`src/jnp_pkg.sv`:
```
// Package for the JSON number parser: item types, accumulator state,
// status codes and exponent sizing constants. No dependencies.

package jnp_pkg;

  localparam int EXP_BITS  = 16;
  localparam int EXP_EFF   = (EXP_BITS < 16) ? EXP_BITS : 16;
  localparam int EXP_SUM_W = EXP_EFF + 2;

  localparam logic [EXP_EFF-1:0] EXP_CAP = {1'b1, {(EXP_EFF-1){1'b0}}};

  localparam logic [63:0] SIG_LIMIT_LO = 64'h0CCC_CCCC_CCCC_CCCC;
  localparam logic [63:0] SIG_LIMIT_HI = 64'h0CCC_CCCC_CCCC_CCCB;

  localparam logic [2:0] ST_INTEGER = 3'd0;
  localparam logic [2:0] ST_SCALED  = 3'd1;
  localparam logic [2:0] ST_NO_INT  = 3'd2;
  localparam logic [2:0] ST_NO_FRAC = 3'd3;
  localparam logic [2:0] ST_NO_EXP  = 3'd4;

  typedef struct packed {
    logic [7:0] char_in;
    logic       text_end;
  } in_item_t;

  typedef struct packed {
    logic [2:0]          status;
    logic signed [63:0]  significand;
    logic signed [15:0]  exponent;
    logic                overflowed;
    logic [7:0]          stop_char;
  } out_item_t;

  typedef struct packed {
    logic               negative;
    logic [63:0]        sig;
    logic [EXP_EFF-1:0] frac;
    logic               exp_negative;
    logic [EXP_EFF-1:0] expv;
    logic               ovf;
  } acc_t;

  typedef struct packed {
    logic [63:0]        sig;
    logic               sig_ovf;
    logic [EXP_EFF-1:0] frac;
    logic               frac_ovf;
    logic [EXP_EFF-1:0] expv;
    logic               exp_ovf;
  } step_t;

endpackage

```
`src/jnp_accum.sv`:
```
// Digit step of the JSON number parser: significand times ten plus digit,
// fraction count bump and exponent accumulate, with saturation. Uses jnp_pkg.

module jnp_accum import jnp_pkg::*; (
  input  acc_t       acc,
  input  logic [3:0] digit,
  output step_t      step
);

  logic [63:0]        limit;
  logic [EXP_EFF+3:0] exp_sum;

  always_comb begin
    limit        = (digit > 4'd7) ? SIG_LIMIT_HI : SIG_LIMIT_LO;
    step.sig     = (acc.sig << 3) + (acc.sig << 1) + {60'b0, digit};
    step.sig_ovf = acc.sig > limit;

    if (acc.frac >= EXP_CAP) begin
      step.frac     = EXP_CAP;
      step.frac_ovf = 1'b1;
    end else begin
      step.frac     = acc.frac + EXP_EFF'(1);
      step.frac_ovf = 1'b0;
    end

    exp_sum = ({4'b0, acc.expv} << 3) + ({4'b0, acc.expv} << 1)
            + {{EXP_EFF{1'b0}}, digit};
    if (exp_sum > {4'b0, EXP_CAP}) begin
      step.expv    = EXP_CAP;
      step.exp_ovf = 1'b1;
    end else begin
      step.expv    = exp_sum[EXP_EFF-1:0];
      step.exp_ovf = 1'b0;
    end
  end

endmodule

```
`src/jnp_finish.sv`:
```
// Result assembly of the JSON number parser: signed significand, clamped
// decimal exponent, status and overflow flag. Uses jnp_pkg.

module jnp_finish import jnp_pkg::*; (
  input  acc_t       acc,
  input  logic [7:0] stop_char,
  output out_item_t  res
);

  localparam logic signed [EXP_SUM_W-1:0] E_MAX = EXP_SUM_W'((1 << (EXP_EFF-1)) - 1);
  localparam logic signed [EXP_SUM_W-1:0] E_MIN = EXP_SUM_W'(-(1 << (EXP_EFF-1)));

  logic signed [EXP_SUM_W-1:0] e_mag;
  logic signed [EXP_SUM_W-1:0] e_val;
  logic signed [EXP_SUM_W-1:0] e_cl;
  logic                        clamp;

  always_comb begin
    e_mag = $signed({2'b00, acc.expv});
    e_val = (acc.exp_negative ? -e_mag : e_mag) - $signed({2'b00, acc.frac});
    priority if (e_val > E_MAX) begin
      e_cl  = E_MAX;
      clamp = 1'b1;
    end else if (e_val < E_MIN) begin
      e_cl  = E_MIN;
      clamp = 1'b1;
    end else begin
      e_cl  = e_val;
      clamp = 1'b0;
    end

    res.status      = (e_cl == '0) ? ST_INTEGER : ST_SCALED;
    res.significand = $signed(acc.negative ? (64'd0 - acc.sig) : acc.sig);
    res.exponent    = 16'(e_cl);
    res.overflowed  = acc.ovf | clamp;
    res.stop_char   = stop_char;
  end

endmodule

```
`src/json_number_parser_unit.sv`:
```
// Top level of the JSON number parser: phase sequencer, accumulator state
// and result register. Uses jnp_pkg, jnp_accum and jnp_finish.
//
// Takes one text byte per item and accepts an item in every cycle while the
// result register is free or being drained. The byte that ends a number, or
// the byte that breaks it, yields one result item in the register on the next
// cycle; other bytes yield none. Per-byte cost is one 64-bit multiply by ten
// and add with its overflow compare.

module json_number_parser_unit import jnp_pkg::*; (
  input  logic      clk,
  input  logic      rst_n,
  input  logic      in_valid,
  output logic      in_ready,
  input  in_item_t  in_data,
  output logic      out_valid,
  input  logic      out_ready,
  output out_item_t out_data
);

  localparam logic [7:0] CH_MINUS = 8'h2D;
  localparam logic [7:0] CH_PLUS  = 8'h2B;
  localparam logic [7:0] CH_ZERO  = 8'h30;
  localparam logic [7:0] CH_NINE  = 8'h39;
  localparam logic [7:0] CH_DOT   = 8'h2E;
  localparam logic [7:0] CH_E_LO  = 8'h65;
  localparam logic [7:0] CH_E_UP  = 8'h45;

  typedef enum logic [3:0] {
    PH_IDLE       = 4'd0,
    PH_INT_START  = 4'd1,
    PH_INT_DIGITS = 4'd2,
    PH_AFTER_ZERO = 4'd3,
    PH_FRAC_START = 4'd4,
    PH_FRAC_DIGIT = 4'd5,
    PH_EXP_SIGN   = 4'd6,
    PH_EXP_START  = 4'd7,
    PH_EXP_DIGITS = 4'd8
  } phase_t;

  phase_t    phase_r, phase_nxt;
  acc_t      acc_r, acc_nxt;
  logic      out_valid_r;
  out_item_t out_data_r;

  logic       in_fire;
  logic [7:0] c;
  logic       dig;
  logic [3:0] digit;
  step_t      step;
  out_item_t  fin_res;
  out_item_t  res;
  logic       emit;
  logic       fail;
  logic [2:0] fail_code;
  logic       do_sig, do_frac, do_exp;

  assign in_ready  = !out_valid_r || out_ready;
  assign in_fire   = in_valid && in_ready;
  assign out_valid = out_valid_r;
  assign out_data  = out_data_r;

  assign c     = in_data.text_end ? 8'h00 : in_data.char_in;
  assign dig   = (c >= CH_ZERO) && (c <= CH_NINE);
  assign digit = dig ? c[3:0] : 4'd0;

  jnp_accum u_accum (
    .acc   (acc_r),
    .digit (digit),
    .step  (step)
  );

  jnp_finish u_finish (
    .acc       (acc_r),
    .stop_char (c),
    .res       (fin_res)
  );

  always_comb begin
    phase_nxt = phase_r;
    emit      = 1'b0;
    fail      = 1'b0;
    fail_code = ST_NO_INT;
    do_sig    = 1'b0;
    do_frac   = 1'b0;
    do_exp    = 1'b0;
    acc_nxt   = acc_r;

    unique case (phase_r)
      PH_INT_START: begin
        if (c == CH_ZERO) phase_nxt = PH_AFTER_ZERO;
        else if (dig) begin
          do_sig    = 1'b1;
          phase_nxt = PH_INT_DIGITS;
        end else begin
          fail = 1'b1;
          fail_code = ST_NO_INT;
        end
      end
      PH_INT_DIGITS, PH_AFTER_ZERO: begin
        if (dig && phase_r == PH_INT_DIGITS) do_sig = 1'b1;
        else if (c == CH_DOT) phase_nxt = PH_FRAC_START;
        else if (c == CH_E_LO || c == CH_E_UP) phase_nxt = PH_EXP_SIGN;
        else emit = 1'b1;
      end
      PH_FRAC_START: begin
        if (dig) begin
          do_sig    = 1'b1;
          do_frac   = 1'b1;
          phase_nxt = PH_FRAC_DIGIT;
        end else begin
          fail = 1'b1;
          fail_code = ST_NO_FRAC;
        end
      end
      PH_FRAC_DIGIT: begin
        if (dig) begin
          do_sig  = 1'b1;
          do_frac = 1'b1;
        end else if (c == CH_E_LO || c == CH_E_UP) phase_nxt = PH_EXP_SIGN;
        else emit = 1'b1;
      end
      PH_EXP_SIGN: begin
        if (c == CH_MINUS) begin
          acc_nxt.exp_negative = 1'b1;
          phase_nxt = PH_EXP_START;
        end else if (c == CH_PLUS) phase_nxt = PH_EXP_START;
        else if (dig) begin
          do_exp    = 1'b1;
          phase_nxt = PH_EXP_DIGITS;
        end else begin
          fail = 1'b1;
          fail_code = ST_NO_EXP;
        end
      end
      PH_EXP_START: begin
        if (dig) begin
          do_exp    = 1'b1;
          phase_nxt = PH_EXP_DIGITS;
        end else begin
          fail = 1'b1;
          fail_code = ST_NO_EXP;
        end
      end
      PH_EXP_DIGITS: begin
        if (dig) do_exp = 1'b1;
        else emit = 1'b1;
      end
      default: begin
        acc_nxt = '0;
        if (c == CH_MINUS) begin
          acc_nxt.negative = 1'b1;
          phase_nxt = PH_INT_START;
        end else if (c == CH_ZERO) phase_nxt = PH_AFTER_ZERO;
        else if (dig) begin
          do_sig    = 1'b1;
          phase_nxt = PH_INT_DIGITS;
        end else begin
          fail = 1'b1;
          fail_code = ST_NO_INT;
        end
      end
    endcase

    if (do_sig) begin
      acc_nxt.sig = step.sig;
      acc_nxt.ovf = acc_nxt.ovf | step.sig_ovf;
    end
    if (do_frac) begin
      acc_nxt.frac = step.frac;
      acc_nxt.ovf  = acc_nxt.ovf | step.frac_ovf;
    end
    if (do_exp) begin
      acc_nxt.expv = step.expv;
      acc_nxt.ovf  = acc_nxt.ovf | step.exp_ovf;
    end

    if (fail) begin
      res = '0;
      res.status    = fail_code;
      res.stop_char = c;
    end else begin
      res = fin_res;
    end

    if (emit || fail) begin
      acc_nxt   = '0;
      phase_nxt = PH_IDLE;
    end
  end

  always_ff @(posedge clk) begin
    if (!rst_n) begin
      phase_r     <= PH_IDLE;
      acc_r       <= '0;
      out_valid_r <= 1'b0;
    end else begin
      if (in_fire) begin
        phase_r <= phase_nxt;
        acc_r   <= acc_nxt;
      end
      if (in_fire && (emit || fail)) out_valid_r <= 1'b1;
      else if (out_ready) out_valid_r <= 1'b0;
    end
    if (in_fire && (emit || fail)) out_data_r <= res;
  end

endmodule
```
`config.mk`:
```
export PLATFORM = sky130hd
export DESIGN_NAME = json_number_parser_unit
export DESIGN_NICKNAME = d
export VERILOG_FILES = /design/src/jnp_pkg.sv /design/src/jnp_accum.sv /design/src/jnp_finish.sv /design/src/json_number_parser_unit.sv
export SDC_FILE = /design/constraint.sdc
export NUM_CORES = 1
export LEC_CHECK = 0
export BUFFER_PORTS_ARGS = -buffer_cell sky130_fd_sc_hd__buf_4
export CELL_PAD_IN_SITES_DETAIL_PLACEMENT = 1
export CELL_PAD_IN_SITES_GLOBAL_PLACEMENT = 2
export CORE_UTILIZATION = 34
export DETAILED_ROUTE_END_ITERATION = 8
export MAX_ROUTING_LAYER = met4
export PLACE_DENSITY_LB_ADDON = 0.08
export SYNTH_ARGS = -nofsm -noshare
export SYNTH_HDL_FRONTEND = slang
export SYNTH_SLANG_ARGS = --single-unit
```
`constraint.sdc`:
```
create_clock -name clk -period 7.1 [get_ports clk]
set_clock_uncertainty 0.05 [all_clocks]
set_input_delay 0.355 -clock clk [delete_from_list [all_inputs] [get_ports clk]]
set_output_delay 0.355 -clock clk [all_outputs]
set_load 0.05 [all_outputs]
```
Yosys cells after proc, flatten, opt, wreduce, memory -nomap -nowiden:

Cells that the tools add are included.

* $add $sub $neg: 8
* magnitude comparators: 8
* equality and inequality tests: 24
* multiplexer cells: 64
* bitwise gates (word level): 4
* reduce and logical (&&, ||, !) cells: 24

Operator list (count)
* 2-to-1 mux 64 bit: 2
* 2-to-1 mux 99 bit: 1
* 2-to-1 mux 92 bit: 1
* 2-to-1 mux 81 bit: 1
* 2-to-1 mux 17 bit: 4
* adder 64 x 4 -> 64 bit: 1
* adder 64 bit: 1
* greater-than comparator 64 bit: 1
* subtractor 1 x 64 -> 64 bit, first input constant: 1
* 2-to-1 mux 18 bit: 3
* 2-to-1 mux 4 bit: 13
* == test 8 x 6 -> 1 bit, second input constant: 4
* one-hot mux 4 bit (7 select lines): 1
* 2-to-1 mux 1 bit: 26
* adder 19 x 17 -> 20 bit: 1
* adder 20 x 4 -> 20 bit: 1
* greater-than comparator 20 x 16 -> 1 bit, second input constant: 1
* greater-than comparator 18 x 16 -> 1 bit, second input constant: 1
* zero test 18 bit: 1
* < comparator 18 x 16 -> 1 bit, second input constant: 1
* negation 16 -> 18 bit: 1
* subtractor 18 x 17 -> 18 bit: 1
* adder 16 x 1 -> 16 bit, second input constant: 1
* == test 4 x 3 -> 1 bit, second input constant: 4
* other kinds (32): 59

* bits in registers: 196
* bits of input ports: 13
* logic and storage cells: 145

Logic depth before layout (Yosys ltp):

* depth after elaboration: 14
* depth in mapped cells: 25

Cells and area by module:

A second synthesis with hierarchy kept.

* cell total of the unflattened synthesis: 2008
* area, all modules: 17404.2 um^2

By module, submodules not included
* json_number_parser_unit: instances 1, cells an instance 734, area each 8358.0 um^2, sequential area each 4844.6 um^2
* jnp_accum: instances 1, cells an instance 856, area each 6164.7 um^2, sequential area each 0.0 um^2
* jnp_finish: instances 1, cells an instance 418, area each 2881.5 um^2, sequential area each 0.0 um^2

Least setup slack after synthesis:

OpenSTA, ideal clock, no wires.

* path kind: input -> register
* start point: input port in_data[0] (netlist name)
* end point: register phase_r[3]
* setup time: 127 ps
* arrival time: 6747 ps
* slack: 176 ps
* stages on the path: 10
* path buffers: 0
* cell sequence: nand2b_1 > inv_1 > and3_1 > o21ai_0 > o221ai_1 > a21o_1 > a21oi_1 > nor2_1 > o21ai_0 > a21oi_1

* word-level cells in the longest chain between the ends: 10
* elaborated cells between the ends (all ways): 41
* those cells by class: order compare: 2; eq/ne: 10; mux: 24; reduce/logical: 5

RTL lines
* start, declared: line json_number_parser_unit.sv:15 `input in_item_t in_data,`
* 2-to-1 mux 8 bit (*): line json_number_parser_unit.sv:63 `assign c = in_data.text_end ? 8'h00 : in_data.char_in;`
* via c[3]: line json_number_parser_unit.sv:47 `logic [7:0] c;`
* >= comparator 8 x 6 -> 1 bit (tied with other cells): line json_number_parser_unit.sv:64 `assign dig = (c >= CH_ZERO) && (c <= CH_NINE);`
* logical AND 1 bit or logical OR 1 bit (tied branches): line json_number_parser_unit.sv:64, json_number_parser_unit.sv:103, json_number_parser_unit.sv:120
* 2-to-1 mux 1 bit (on tied branches)
* 2-to-1 mux 1 bit (on tied branches): line json_number_parser_unit.sv:154, json_number_parser_unit.sv:102, json_number_parser_unit.sv:127
* 2-to-1 mux 1 bit (on tied branches): line json_number_parser_unit.sv:151, json_number_parser_unit.sv:101, json_number_parser_unit.sv:124
* one-hot mux 1 bit (4 select lines) or one-hot mux 1 bit (3 select lines) (tied branches): line json_number_parser_unit.sv:89 `unique case (phase_r)`
* logical OR 1 bit: line json_number_parser_unit.sv:186 `if (emit || fail) begin`
* inequality test 3 bit (no line) or inequality test 2 bit (tied branches)
* AND reduction 5 bit (no line)
* end signal, assigned: line json_number_parser_unit.sv:199 `phase_r <= phase_nxt;`
* end, declared: line json_number_parser_unit.sv:41 `phase_t phase_r, phase_nxt;`

Mark *: on every way through the listed nets, which the timed path passes. The rest lies on a longest branch. The select of a mux whose other input is x is not followed.
A chain may end at the register's enable or synchronous reset.

==> impl_metrics.csv <==
group,metric,value,unit
synthesis,synthArstFlopShare,0,%
synthesis,ys_dominant_reg_cell,"dfxtp_1",
global_routing,grt_pass1_vias,14500,
synthesis,synth_top_area_share,17.7,%
timing,tightestPinTransition,1.04,ns
timing,rsz0062_at_grt,"no",
floorplan,core,45300,um2
synthesis,synth_area,15600,um2
clock_tree,cts_hold_buf,0,
route,drt-initial-drc-count,673,
clock_tree,cts_buffers,17,
clock_tree,cts.sinks,196,
placed_design,port_buffers,106,
clock_tree,cts-root-buf,"clkbuf_16",
route,drc,2,
timing,fmax,0.178,GHz
timing,finalSetupViolations,0,
setup_path,worstReg2RegEnd,"out_data[89]$_DFFE_PP_",
final_layout,syn2layout_area_growth,12.7,%
final_layout,final_area,17600,um2
final_layout,drive_gt1_share,9.86,%
synthesis,synth_cell_types,83,
clock_tree,clk_path_buf_depth,2,
floorplan,initial_utilization,34.4,%
global_routing,groute.layer.met1.usage,29.4,%
floorplan,fp.dieArea,46700,um2
run_status,status,"complete, but fails checks",
setup_path,critPathLaunchType,"flop",
setup_path,r2r_start,"acc_r[1]$_SDFFE_PN0P_",
timing,hold_viol,0,
setup_path,max_stage_delay,0.51,ns
placed_design,placement.cell_area,16900,um2
timing,whs,0.151,ns
synthesis,synth_area_leader_cell,"edfxtp_1",
placed_design,post-dp-hpwl,39900,um
route,routed_via_density,5.51,
global_routing,grt_use_total,23.2,%
placed_design,dp_cells,2495,
clock_tree,cts_tree,"yes",
setup_path,end_kind,"flop",
worst_hold_path,whs_path_depth,2,
setup_path,reg2reg_depth,22,
synthesis,synth-edff-count,92,
final_layout,num-nets-final,2107,
setup_path,worstPathRequired,7.26,ns
route,dr_total_vias,13900,
global_routing,grt_pass1_wl,82400,um
synthesis,ys_top_cells_by_area,"edfxtp_1 (18%), ha_1 (14%), dfxtp_1 (13%), xor2_1 (5.5%), nor2_1 (5.4%)",
clock_tree,clkLatencyLatePin,0.50,ns
placed_design,globalplace.congestion,0.849,
route,wl,51600,um
global_routing,busiest_layer,"met2",
global_routing,grt_max_degree,65,
clock_tree,cts_setup_buffers,0,
run_status,failed_checks,"design-rule violations",
timing,maxSlewHeadroom,30.3,%
floorplan,die_w,216,um
route,drtAntennaViolNets,0,
synthesis,synth_common_cells,"nor2_1 (223), ha_1 (175), nand2_1 (173)",
synthesis,synth_seq_cells,196,
route,drtPass1Iterations,7,
synthesis,yosysWarnings,0,
setup_path,slowest_stage,"ha_1",
timing,slew_viol_final,0,
synthesis,seq_area_frac_synth,31.1,%
run,cap_violations,0,
setup_path,cp.arrival,5.77,ns
clock_tree,ctsResizeCount,0,
synthesis,yosys.cell_count.top_type,"nor2_1",
worst_hold_path,hold_class,"input port to flop",
floorplan,die_h,216,um
clock_tree,path_clk_slew,0.09,ns
clock_tree,cts_htree_levels,4,
global_routing,overflow,0,
worst_hold_path,holdPathEnd,"out_data[6]$_DFFE_PP_",
worst_hold_path,min_from,"in_data[7]",
setup_path,worstPathMaxFanout,17,
setup_path,crit_chain,"inv_1 > ha_1 > nand2_1 > o31ai_1 > nand2_1 > xor2_1 > ha_1 > a21o_1 > a21oi_1 > nor2_1 > a21oi_1 > a31oi_1 > o21a_1 > or2_2 > a21oi_1 > xor2_1 > or3b_2 > ha_1 > or3_1 > nand2_1 > nor4_1 > a41oi_1",
final_layout,final_cells,2528,
setup_path,path_class,"flop to flop",
global_routing,grt_util_met2,38.2,%
timing,setup_tns,0,ns
power_and_ir_drop,total_power,2.56,mW
power_and_ir_drop,ir_drop,0.133,mV
synthesis,avgSynthCellArea,8.39,um2
setup_path,rrSetupSlack,1.49,ns
power_and_ir_drop,leakagePower,7.72,nW
floorplan,rows,78,
power_and_ir_drop,p_per_area,146,nW/um2
global_routing,grt_antenna_before_repair,0,
timing,fin_crit,5.61,ns
synthesis,syn_nets,2050,
synthesis,syn_inst,1857,
global_routing,grt_util_met3,3.49,%
floorplan,ios,107,
route,wl_per_cell,20.4,um
timing,finalCritPeriodShare,78.9,%
## registers in the layout, indices dropped and copies added (netlist names)
name	flops
acc_r	99
out_data	92
phase_r	4
out_valid	1
## worst max-delay path by stage
stage | endpoint | cells past startpoint | start
5_1_grt | out_data[89]$_DFFE_PP_ | 21 | acc_r[1]$_SDFFE_PN0P_
2_1_floorplan | phase_r[3]$_SDFFE_PN0P_ | 10 | in_data[0]
3_3_place_gp | out_data[89]$_DFFE_PP_ | 20 | acc_r[3]$_SDFFE_PN0P_
4_1_cts | out_data[89]$_DFFE_PP_ | 22 | acc_r[1]$_SDFFE_PN0P_
6_report | out_data[89]$_DFFE_PP_ | 22 | acc_r[1]$_SDFFE_PN0P_
3_5_place_dp | out_data[89]$_DFFE_PP_ | 21 | acc_r[1]$_SDFFE_PN0P_
## critical path: cells and delay by family (launching register included)
kind	cells	cell delay (ns)
AOI/OAI and AO/OA	8	1.82
and+or+nand+nor	8	1.62
adders and majority gates	3	1.02
DFF	1	0.38
xor gates and xnor gates	2	0.31
buffers and inverters	1	0.11
## metal layers
metal	routed length [um]	up-vias	part of all wire, %
met5	0	-	0
met4	1060	0	2.0
met3	1090	56	2.1
met2	25100	133	49
met1	24400	6865	47
li1	-	6882	-
## metrics by stage
| step | setup WS (ns) | utilization [%] |
|---|---|---|
| final | 1.49 | 38.8 |
| after global routing | 1.03 | 38.8 |
| after global placement | 1.75 | 37.4 |
| after CTS | 1.54 | 38.8 |
| after detailed placement | 1.58 | 37.4 |
| after floorplan | 0.176 | - |
## cell usage in the layout (no fill, tap or decap), drive strengths merged, types with 15 or more instances in the layout
master	instances
a21o	36
xor2	97
buf	120
o41ai	19
nor4	19
a31oi	15
nand2	173
a22oi	39
o21bai	15
nand3	40
edfxtp	92
dfxtp	104
ha	175
inv	88
or2	21
nor2b	17
o21ai	108
a21oi	141
nor3	36
xnor2	74
nand4	35
o31ai	27
and3	17
or3	17
nor2	223
clkbuf	17
## where the power goes
part           internal [mW]  switching [mW]
sequential              1.21          0.0102
clock                  0.541           0.541
combinational         0.0664           0.195
## logic make-up after synthesis
| family | count (synthesis) | synth area share [%] |
|---|---|---|
| DFF | 196 | 31.1 |
| buffers and inverters | 163 | 4.13 |
| adders and majority gates | 180 | 14.7 |
| AOI/OAI and AO/OA | 495 | 20.6 |
| muxes | 2 | 0.137 |
| and+or+nand+nor | 650 | 19.7 |
| xor gates and xnor gates | 171 | 9.61 |
## cell type report
| cell class | count | area, um2 |
|---|---|---|
| sequential | 196 | 4850 |
| tap | 600 | 751 |
| antenna | 1 | 2.50 |
| fill | 5376 | 27700 |
| timing repair buffer | 120 | 901 |
| clock inverter | 15 | 204 |
| multi-input combinational | 1498 | 10100 |
| clock buffer | 17 | 425 |
| inverter | 81 | 304 |
(Power assumes the default switching activity.)
